--- config.mk ---
export PLATFORM = sky130hd
export DESIGN_NAME = ppsqam_mixer
export DESIGN_NICKNAME = d
export VERILOG_FILES = /design/src/hw/rtl/polyphase_pulse_shaping_qam_modulator_top_defines.svh /design/src/hw/rtl/ppsqam_pkg.sv /design/src/hw/rtl/ppsqam_mixer.sv
export SDC_FILE = /design/constraint.sdc
export NUM_CORES = 2
export LEC_CHECK = 0
export BUFFER_PORTS_ARGS = -buffer_cell sky130_fd_sc_hd__clkbuf_2
export CAP_MARGIN = 0
export CORE_UTILIZATION = 55
export CTS_CLUSTER_SIZE = 16
export DETAILED_ROUTE_END_ITERATION = 7
export MAX_ROUTING_LAYER = met4
export PLACE_DENSITY = 0.72
export SYNTH_ARGS = -nofsm -noshare
export SYNTH_HDL_FRONTEND = slang
export SYNTH_SLANG_ARGS = --single-unit
--- constraint.sdc ---
create_clock -name aclk -period 14.68 [get_ports aclk]
set_clock_uncertainty 0.05 [all_clocks]
set_input_delay 1.468 -clock aclk [delete_from_list [all_inputs] [get_ports aclk]]
set_output_delay 1.468 -clock aclk [all_outputs]
set_load 0.02 [all_outputs]
--- src/hw/rtl/polyphase_pulse_shaping_qam_modulator_top_defines.svh ---
// ----------------------------------------------------------------------------
// Polyphase QAM modulator assertion macros
// Shared property forms for the modulator's concurrent checks.
// ----------------------------------------------------------------------------
`ifndef POLYPHASE_PULSE_SHAPING_QAM_MODULATOR_TOP_DEFINES_SVH
`define POLYPHASE_PULSE_SHAPING_QAM_MODULATOR_TOP_DEFINES_SVH

// Same-cycle implication, disabled while reset is asserted.
`define PPSQAM_ASSERT_HOLDS(label, clk, rstn, ante, cons, msg) \
    label: assert property (@(posedge clk) disable iff (!rstn) (ante) |-> (cons)) \
        else $error(msg);

// Next-cycle implication, disabled while reset is asserted.
`define PPSQAM_ASSERT_NEXT(label, clk, rstn, ante, cons, msg) \
    label: assert property (@(posedge clk) disable iff (!rstn) (ante) |=> (cons)) \
        else $error(msg);

`endif

--- src/hw/rtl/ppsqam_pkg.sv ---
// ----------------------------------------------------------------------------
// Polyphase QAM modulator package
// Command and register codes, sine constants and the mixer interface types.
// ----------------------------------------------------------------------------
`default_nettype none

package ppsqam_pkg;

    localparam int SAMPLE_W   = 16;
    localparam int CARRIER_W  = 32;
    localparam int GAIN_W     = 16;
    localparam int CFG_IDX_W  = 2;
    localparam int CFG_DATA_W = 32;

    // Input command codes
    localparam logic CMD_LOAD = 1'b0;
    localparam logic CMD_TICK = 1'b1;

    // Configuration register indexes
    localparam logic [CFG_IDX_W-1:0] CFG_BAUD_INCREMENT = 2'd0;
    localparam logic [CFG_IDX_W-1:0] CFG_CARRIER_STEP   = 2'd1;
    localparam logic [CFG_IDX_W-1:0] CFG_OUTPUT_GAIN    = 2'd2;

    // Quarter-wave odd polynomial coefficients, Q2.30
    localparam logic [30:0] SIN_A = 31'd1686629713;
    localparam logic [29:0] SIN_B = 30'd688904866;
    localparam logic [26:0] SIN_C = 27'd76016977;

    typedef struct packed {
        logic                 start;
        logic [CARRIER_W-1:0] phase;
    } mix_req_t;

    typedef struct packed {
        logic                       done;
        logic signed [SAMPLE_W-1:0] amplitude;
    } mix_rsp_t;

endpackage

`default_nettype wire

--- src/hw/rtl/ppsqam_mixer.sv ---
// ----------------------------------------------------------------------------
// Carrier mixer and output scaler
// Builds cosine and sine of the carrier phase by polynomial, mixes the
// filtered symbol and applies the gain, all through one shared multiplier.
// ----------------------------------------------------------------------------
`default_nettype none

module ppsqam_mixer #(
    parameter int Y_W = 23
) (
    input  wire logic                                aclk,
    input  wire logic                                aresetn,
    input  wire ppsqam_pkg::mix_req_t                req,
    input  wire logic signed [Y_W-1:0]               y_re,
    input  wire logic signed [Y_W-1:0]               y_im,
    input  wire logic [ppsqam_pkg::GAIN_W-1:0]       gain,
    output ppsqam_pkg::mix_rsp_t                     rsp
);

    localparam int P_W = Y_W + 16;   // y times carrier
    localparam int M_W = P_W + 1;    // mixed value
    localparam int H_W = M_W - 1;    // upper part times gain
    localparam int T_W = M_W + 17;   // scaled total
    localparam int A_W = T_W - 35;   // amplitude before saturation
    localparam logic signed [A_W-1:0] AMP_MAX = A_W'(32767);
    localparam logic signed [A_W-1:0] AMP_MIN = A_W'(-32768);

    typedef enum logic [10:0] {
        MX_IDLE = 11'b000_0000_0001,
        MX_SQ   = 11'b000_0000_0010,
        MX_CX   = 11'b000_0000_0100,
        MX_TX   = 11'b000_0000_1000,
        MX_UX   = 11'b000_0001_0000,
        MX_RND  = 11'b000_0010_0000,
        MX_MRE  = 11'b000_0100_0000,
        MX_MIM  = 11'b000_1000_0000,
        MX_GHI  = 11'b001_0000_0000,
        MX_GLO  = 11'b010_0000_0000,
        MX_SAT  = 11'b100_0000_0000
    } mx_state_t;

    mx_state_t state_reg, state_next;
    logic      done_reg;

    logic [31:0]          phase_reg;
    logic                 sine_pass_reg;
    logic                 neg_reg;
    logic [16:0]          x_reg;
    logic [16:0]          x2_reg;
    logic [29:0]          t_reg;
    logic [30:0]          u_reg;
    logic [31:0]          s_reg;
    logic signed [15:0]   cos_reg;
    logic signed [15:0]   sin_reg;
    logic [P_W-1:0]       pr_reg;
    logic [M_W-1:0]       m_reg;
    logic [H_W-1:0]       gh_reg;
    logic [33:0]          gl_reg;
    logic signed [15:0]   amp_reg;

    logic signed [31:0]   mul_a;
    logic signed [17:0]   mul_b;
    logic signed [49:0]   prod;
    logic [31:0]          cos_phase;
    logic [32:0]          rnd_sum;
    logic [17:0]          rnd_val;
    logic [15:0]          cap_val;
    logic [15:0]          trig_val;
    logic [M_W-1:0]       m_next;
    logic [T_W-1:0]       total;
    logic signed [A_W-1:0] amp_full;
    logic signed [15:0]   amp_next;

    // Quarter-wave argument: fold the phase into 0..65536
    function automatic logic [16:0] quarter_arg(input logic [31:0] p);
        logic [16:0] f;
        f = {1'b0, p[29:14]};
        if (p[30]) begin
            quarter_arg = 17'h10000 - f;
        end else begin
            quarter_arg = f;
        end
    endfunction

    assign cos_phase = req.phase + 32'h4000_0000;

    // Shared multiplier operand selection
    always_comb begin
        mul_a = '0;
        mul_b = '0;
        case (state_reg)
            MX_SQ: begin
                mul_a = {15'd0, x_reg};
                mul_b = {1'b0, x_reg};
            end
            MX_CX: begin
                mul_a = {5'd0, ppsqam_pkg::SIN_C};
                mul_b = {1'b0, x2_reg};
            end
            MX_TX: begin
                mul_a = {2'd0, t_reg};
                mul_b = {1'b0, x2_reg};
            end
            MX_UX: begin
                mul_a = {1'b0, u_reg};
                mul_b = {1'b0, x_reg};
            end
            MX_MRE: begin
                mul_a = {{(32-Y_W){y_re[Y_W-1]}}, y_re};
                mul_b = {{2{cos_reg[15]}}, cos_reg};
            end
            MX_MIM: begin
                mul_a = {{(32-Y_W){y_im[Y_W-1]}}, y_im};
                mul_b = {{2{sin_reg[15]}}, sin_reg};
            end
            MX_GHI: begin
                mul_a = {{(32-(M_W-18)){m_reg[M_W-1]}}, m_reg[M_W-1:18]};
                mul_b = {2'd0, gain};
            end
            MX_GLO: begin
                mul_a = {14'd0, m_reg[17:0]};
                mul_b = {2'd0, gain};
            end
            default: begin
                mul_a = '0;
                mul_b = '0;
            end
        endcase
    end

    assign prod = mul_a * mul_b;

    // Round the quarter sine to Q1.15, cap, then apply the half-wave sign
    always_comb begin
        rnd_sum  = {1'b0, s_reg} + 33'd16384;
        rnd_val  = rnd_sum[32:15];
        cap_val  = (rnd_val > 18'd32767) ? 16'd32767 : rnd_val[15:0];
        trig_val = neg_reg ? (~cap_val) + 16'd1 : cap_val;
    end

    assign m_next = {pr_reg[P_W-1], pr_reg} - {prod[P_W-1], prod[P_W-1:0]};

    always_comb begin
        total    = {gh_reg, 18'd0} + {{(T_W-34){1'b0}}, gl_reg} + (T_W'(1) << 34);
        amp_full = total[T_W-1:35];
        if (amp_full > AMP_MAX) begin
            amp_next = 16'sd32767;
        end else if (amp_full < AMP_MIN) begin
            amp_next = -16'sd32768;
        end else begin
            amp_next = amp_full[15:0];
        end
    end

    always_comb begin
        state_next = state_reg;
        case (state_reg)
            MX_IDLE: if (req.start) state_next = MX_SQ;
            MX_SQ:   state_next = MX_CX;
            MX_CX:   state_next = MX_TX;
            MX_TX:   state_next = MX_UX;
            MX_UX:   state_next = MX_RND;
            MX_RND:  state_next = sine_pass_reg ? MX_MRE : MX_SQ;
            MX_MRE:  state_next = MX_MIM;
            MX_MIM:  state_next = MX_GHI;
            MX_GHI:  state_next = MX_GLO;
            MX_GLO:  state_next = MX_SAT;
            MX_SAT:  state_next = MX_IDLE;
            default: state_next = MX_IDLE;
        endcase
    end

    always_ff @(posedge aclk) begin
        if (!aresetn) begin
            state_reg <= MX_IDLE;
            done_reg  <= 1'b0;
        end else begin
            state_reg <= state_next;
            done_reg  <= (state_reg == MX_SAT);
        end
    end

    always_ff @(posedge aclk) begin
        case (state_reg)
            MX_IDLE: begin
                if (req.start) begin
                    phase_reg     <= req.phase;
                    sine_pass_reg <= 1'b0;
                    x_reg         <= quarter_arg(cos_phase);
                    neg_reg       <= cos_phase[31];
                end
            end
            MX_SQ:  x2_reg <= prod[32:16];
            MX_CX:  t_reg  <= ppsqam_pkg::SIN_B - {2'd0, prod[43:16]};
            MX_TX:  u_reg  <= ppsqam_pkg::SIN_A - prod[46:16];
            MX_UX:  s_reg  <= prod[47:16];
            MX_RND: begin
                if (sine_pass_reg) begin
                    sin_reg <= trig_val;
                end else begin
                    cos_reg       <= trig_val;
                    sine_pass_reg <= 1'b1;
                    x_reg         <= quarter_arg(phase_reg);
                    neg_reg       <= phase_reg[31];
                end
            end
            MX_MRE: pr_reg <= prod[P_W-1:0];
            MX_MIM: m_reg  <= m_next;
            MX_GHI: gh_reg <= prod[H_W-1:0];
            MX_GLO: gl_reg <= prod[33:0];
            MX_SAT: amp_reg <= amp_next;
            default: begin
            end
        endcase
    end

    assign rsp.done      = done_reg;
    assign rsp.amplitude = amp_reg;

endmodule

`default_nettype wire

# Yosys cells after proc, flatten, opt, wreduce, memory -nomap -nowiden

Cells that the tools add are included.

Bits in registers: 373
Bits of input ports: 97
Output and inout bits: 17
Word-level logic and storage cells: 73

Add/subtract/negate cells: 10
Multipliers: 1
Order comparisons: 3
Equality and inequality tests: 13
Mux-type cells: 18
Bitwise gates (word level): 2
Reduce and logical (&&, ||, !) cells: 9

Operator list:

| kind                                                                           | number |
|---|---|
| 32-bit one-hot mux with 8 select lines                                         | 1 |
| 11-bit one-hot mux with 10 select lines                                        | 1 |
| 18-bit one-hot mux with 5 select lines                                         | 1 |
| 17-bit 2-to-1 mux                                                              | 4 |
| 57-bit by 34-bit adder with 57-bit output                                      | 1 |
| 57-bit by 35-bit adder with 57-bit output, second input constant               | 1 |
| 32-bit by 18-bit multiplier with 48-bit output                                 | 1 |
| 16-bit 2-to-1 mux                                                              | 3 |
| 39-bit by 39-bit subtractor with 40-bit output                                 | 1 |
| 17-bit one-hot mux with 2 select lines                                         | 1 |
| 17-bit by 16-bit subtractor with 17-bit output, first input constant           | 2 |
| 32-bit by 15-bit adder with 33-bit output, second input constant               | 1 |
| 32-bit by 31-bit adder with 32-bit output, second input constant               | 1 |
| 31-bit subtractor, first input constant                                        | 1 |
| 30-bit by 28-bit subtractor with 30-bit output, first input constant           | 1 |
| 22-bit by 16-bit > comparator with 1-bit output, second input constant         | 1 |
| 22-bit by 16-bit less-than comparator with 1-bit output, second input constant | 1 |
| 18-bit by 15-bit > comparator with 1-bit output, second input constant         | 1 |
| 16-bit by 1-bit adder with 16-bit output, second input constant                | 1 |
| 16-bit inverter                                                                | 1 |
| 11-bit by 1-bit equality test with 1-bit output, second input constant         | 1 |
| 11-bit by 10-bit equality test with 1-bit output, second input constant        | 1 |
| 11-bit equality test, second input constant                                    | 1 |
| 11-bit by 2-bit equality test with 1-bit output, second input constant         | 1 |
| 17 further kinds                                                               | 26 |

# Longest topological paths before layout

Word-level depth: 6
Depth in mapped cells: 46

# Worst setup path after synthesis

No wires, ideal clock.

Path type: flip-flop to flip-flop
Start: reg state_reg[3]
End: reg m_reg[37], data pin
Library setup time: 0.271 ns
Arrival: 11.445 ns
Data required time: 14.359 ns
Slack: 2.914 ns
Cell stages (with the launch flop): 39
Path buffers: 3
Path through: dfxtp_1 > or4_1 > nor2b_1 > nand2_1 > nor3b_1 > clkbuf_1 > a222oi_1 > nand3_1 > clkbuf_1 > nand2_1 > fa_1 > fa_1 > inv_1 > fa_1 > fa_1 > fa_1 > inv_1 > fa_1 > [3 not listed] > nand3_1 > a211oi_1 > a22o_1 > a21oi_2 > xnor2_1 > clkinv_1 > ha_1 > a211oi_1 > nor2_1 > o41ai_1 > nand3_1 > maj3_1 > maj3_2 > a2111oi_2 > o31a_1 > o21a_1 > and3_1 > o311ai_2

Cells in the longest elaborated chain, start to end: 5
Elaborated cells between the ends (all ways): 15
Classes of those cells: add/sub: 1; mul: 1; eq/ne: 8; mux: 2; reduce/logical: 3

Ends and longest elaborated chain:

| item                                                                           | RTL line            | text |
|---|---|---|
| start, declared                                                                | ppsqam_mixer.sv:42  | `mx_state_t state_reg, state_next;` |
| start signal, assigned                                                         | ppsqam_mixer.sv:178 | `state_reg <= state_next;` |
| 11-bit by 10-bit equality test with 1-bit output, or another cell as far along | ppsqam_mixer.sv:91  | `case (state_reg)` |
| 2-bit OR reduction (no source line)                                            | n/a                 |  |
| 18-bit one-hot mux with 5 select lines                                         | ppsqam_mixer.sv:91  |  |
| 32-bit by 18-bit multiplier with 48-bit output *                               | ppsqam_mixer.sv:131 | `assign prod = mul_a * mul_b;` |
| net prod[21]                                                                   | ppsqam_mixer.sv:63  | `logic signed [49:0] prod;` |
| 39-bit by 39-bit subtractor with 40-bit output *                               | ppsqam_mixer.sv:141 | `assign m_next = {pr_reg[P_W-1], pr_reg} - {prod[P_W-1], prod[P_W-1:0]};` |
| net m_next[37]                                                                 | ppsqam_mixer.sv:69  | `logic [M_W-1:0] m_next;` |
| end signal, assigned                                                           | ppsqam_mixer.sv:208 | `MX_MIM: m_reg <= m_next;` |
| end, declared                                                                  | ppsqam_mixer.sv:56  | `logic [M_W-1:0] m_reg;` |

Mark *: on every way through the listed nets, which the timed path passes. The rest lies on a longest branch.
A chain may end at the register's enable or synchronous reset.

# Worst setup path after layout

Start: reg state_reg[3]
End: reg m_reg[38], data pin

The elaborated chain is that of the path after synthesis.

==> flow_summary.json <==
{
  "grt_pass1_vias": 27660,
  "detailedPlacementHpwl_um": 81090,
  "max-clock-path-buffers": 3,
  "synth_common_cells": "sky130_fd_sc_hd__inv_1 (728), sky130_fd_sc_hd__fa_1 (540), sky130_fd_sc_hd__nand2_1 (496), sky130_fd_sc_hd__edfxtp_1 (315), sky130_fd_sc_hd__nor2_1 (289)",
  "critical-path-top-delay-family": "adder cells",
  "grt_pass1_wl_um": 162400,
  "max_freq_mhz": 76.74,
  "drcViolationCount": 7,
  "critical_path.reg2reg.endpoint": "m_reg[38]",
  "postCtsSetupRepairBufs": 0,
  "clkTransAtPathRegs_ns": 0.06,
  "drtAntennaViolNets": 0,
  "post_cts.resized_instances": 0,
  "whs_path_depth": 2,
  "synthMostInstantiatedCell": "sky130_fd_sc_hd__inv_1",
  "clock_net_sink_count": 327,
  "failing_checks": "DRC",
  "timing.critical_path.fanout_max": 35,
  "timing.critical_path.required_ns": 14.89,
  "drv_cap": 0,
  "postSynth.topFlopCell": "sky130_fd_sc_hd__edfxtp_1",
  "timing.hold.worst_endpoint": "state_reg[6]",
  "crit_path_end_kind": "flip-flop",
  "die-width_um": 258.6,
  "worst_r2r_startpoint": "state_reg[3]",
  "wl_per_cell_um": 22.56,
  "crit_arrival_ns": 13.24,
  "drt_first_pass_iters": 8,
  "buffers_inverters_on_critical_path": 10,
  "clock-root-buffer": "sky130_fd_sc_hd__clkbuf_16",
  "cts.htree.levels": 2,
  "io-pin-count": 114,
  "synth_top_area_share_pct": 29.85,
  "drive_gt1_share_pct": 7.267,
  "cts_made_buffers": 36,
  "yosys.area.top_type": "sky130_fd_sc_hd__fa_1",
  "row_count": 93,
  "worst_setup_path_type": "flip-flop to flip-flop",
  "seq_total_area_yosys_pct": 26.78,
  "timing_hold_violations_final": 0,
  "p_total_uw": 2248,
  "tns_ns": 0,
  "final_period_minus_worst_setup_slack_ns": 13.03,
  "synth.ff_latch_count": 327,
  "final-max-slew-violation-count": 0,
  "hold_buffers": 0,
  "synth.top_cells.by_area": "sky130_fd_sc_hd__fa_1 (30%), sky130_fd_sc_hd__edfxtp_1 (26%), sky130_fd_sc_hd__inv_1 (7.5%), sky130_fd_sc_hd__ha_1 (5.9%), sky130_fd_sc_hd__nand2_1 (5.1%)",
  "worst_slew_pin_slew_ns": 1.102,
  "rsz0062_at_grt": "no",
  "power.density_cell_area_nw_per_um2": 57.55,
  "critPathMaxStageDelay_ns": 0.70,
  "power.ir.vdd_worst_mv": 0.07273,
  "worstSkewPairLatency_ns": 0.53,
  "groute.usage.overall_pct": 33.46,
  "leakage_uw": 0.01724,
  "slowest_stage": "sky130_fd_sc_hd__nand2_1",
  "period_share_pct": 88.77,
  "gp_congestion": 0.9812,
  "total_number_of_vias": 27390,
  "numnets_final": 4581,
  "crit_path_start_kind": "flip-flop",
  "global_route_total_overflow": 0,
  "worstHoldStart": "sine_pass_reg",
  "critical_path_cell_count": 42,
  "hold_class": "flip-flop to flip-flop",
  "floorplan.initialDensity_pct": 55.97,
  "grt_antenna_before_repair": 3,
  "ff2ff_path_depth": 42,
  "relSlewSlack_pct": 26.37,
  "synth.net_count": 4514,
  "syn-mean-instance-area_um2": 9.771,
  "flow.area_growth_from_synthesis_pct": 7.892,
  "drt_total_wl_um": 105000,
  "yosys_warnings": 0,
  "layoutNonFillerInstCount": 4656,
  "die_area_um2": 66870,
  "dieHeight_um": 258.6,
  "run_status": "finished, violations left",
  "grt_start_max_net_pins": 62,
  "postSynth.asyncResetShare_pct": 0,
  "largest_register_ffs": 40,
  "clock_tree_from_tritoncts": "yes",
  "post-place-cells": 4590,
  "synth_cells": 3706,
  "number_of_synthesized_flops_with_an_enable_pin": 315,
  "setup-violations-final": 0,
  "drt_iter0_markers": 2916,
  "synthDistinctLibCells": 89,
  "ff2ff_setup_slack_ns": 1.65,
  "core-area_um2": 64700,
  "vias_per_cell": 5.882,
  "portBuffers": 99,
  "syn-cell-area_um2": 36210
}
layer usage:
| metal | global-route usage (%) | routed length (um) | up-vias |
|---|---|---|---|
| met5 | - | 0 | - |
| met4 | 11.03 | 3918 | 0 |
| met3 | 5.370 | 10210 | 202 |
| met2 | 52.16 | 48820 | 1349 |
| met1 | 44.86 | 42090 | 13790 |
| li1 | - | - | 12050 |
through the flow:
step	hold WS (ns)	cell area (um^2)	util (%)	setup slack [ns]
6_report	0.5056	39070	60.39	1.649
5_1_grt	0.5513	39070	60.39	1.081
4_1_cts	0.5002	39060	60.38	1.798
3_5_place_dp	0.4818	37830	58.48	1.905
3_3_place_gp	0.4717	37830	58.48	1.934
2_1_floorplan	0.4570	36210	-	2.914
tightest hold or removal path, stage by stage (launching register included):
cell,delay (ns)
sky130_fd_sc_hd__edfxtp_1,0.34
sky130_fd_sc_hd__nand2_1,0.08
sky130_fd_sc_hd__nor2_1,0.10
area by class of cell:
type / instances / area [um^2]
Tap cell: 855 / 1070
Fill cell: 5540 / 25630
Antenna cell: 3 / 7.507
Timing Repair Buffer: 174 / 1059
Inverter: 733 / 2754
Sequential cell: 327 / 9699
Clock buffer: 44 / 973.4
Multi-Input combinational cell: 2501 / 23250
Clock inverter: 19 / 256.5
worst max path at each step:
| stage | start | endpoint | slack (ns) |
|---|---|---|---|
| after floorplan | state_reg[3] | m_reg[37] | 2.91 |
| after global placement | state_reg[5] | m_reg[39] | 1.93 |
| after detailed placement | state_reg[5] | m_reg[39] | 1.91 |
| after CTS | state_reg[3] | m_reg[39] | 1.80 |
| after global routing | state_reg[5] | m_reg[38] | 1.08 |
| final | state_reg[3] | m_reg[38] | 1.65 |
cells in the final DEF, fill, tap and decap left out, types with 11 or more instances in the layout:
master and instances:
sky130_fd_sc_hd__a222oi_1 28, sky130_fd_sc_hd__clkbuf_16 38, sky130_fd_sc_hd__a21o_1 39, sky130_fd_sc_hd__clkbuf_2 99
sky130_fd_sc_hd__nand2b_1 21, sky130_fd_sc_hd__nand2_1 496, sky130_fd_sc_hd__ha_1 171, sky130_fd_sc_hd__dfxtp_1 12
sky130_fd_sc_hd__a211o_1 11, sky130_fd_sc_hd__nand3_1 56, sky130_fd_sc_hd__a21oi_1 104, sky130_fd_sc_hd__edfxtp_1 315
sky130_fd_sc_hd__and2_1 56, sky130_fd_sc_hd__or3_1 14, sky130_fd_sc_hd__nor3_1 31, sky130_fd_sc_hd__fa_1 540
sky130_fd_sc_hd__buf_4 75, sky130_fd_sc_hd__nand4_1 17, sky130_fd_sc_hd__a22o_1 14, sky130_fd_sc_hd__and4_1 14
sky130_fd_sc_hd__nor2b_1 18, sky130_fd_sc_hd__xor2_1 48, sky130_fd_sc_hd__a22oi_1 48, sky130_fd_sc_hd__o21ai_0 74
sky130_fd_sc_hd__a211oi_1 18, sky130_fd_sc_hd__inv_1 727, sky130_fd_sc_hd__nor2_1 289, sky130_fd_sc_hd__and3_1 33
sky130_fd_sc_hd__xnor2_1 146, sky130_fd_sc_hd__o21a_1 24, sky130_fd_sc_hd__a221oi_1 17
power by group:
| part | leakage [uW] | switching (uW) | internal, uW |
|---|---|---|---|
| Sequential | 0.00298 | 19.2 | 1040 |
| Clock | 0.000591 | 372 | 578 |
| Combinational | 0.0137 | 169 | 67.3 |
| Total | 0.0172 | 561 | 1690 |
cells by family (layout without fill, tap and decap cells):
group,count (synthesis),in the layout,synth area share (%)
AOI/OAI and AO/OA,492,492,9.744
xor gates and xnor gates,196,196,4.813
adders and majority gates,716,716,35.90
buffers and inverters,878,970,9.146
DFF,327,327,26.78
muxes,5,5,0.1417
other,0,3,0
and+or+nand+nor,1092,1092,13.47
Power figures use the tool's default switching activity.
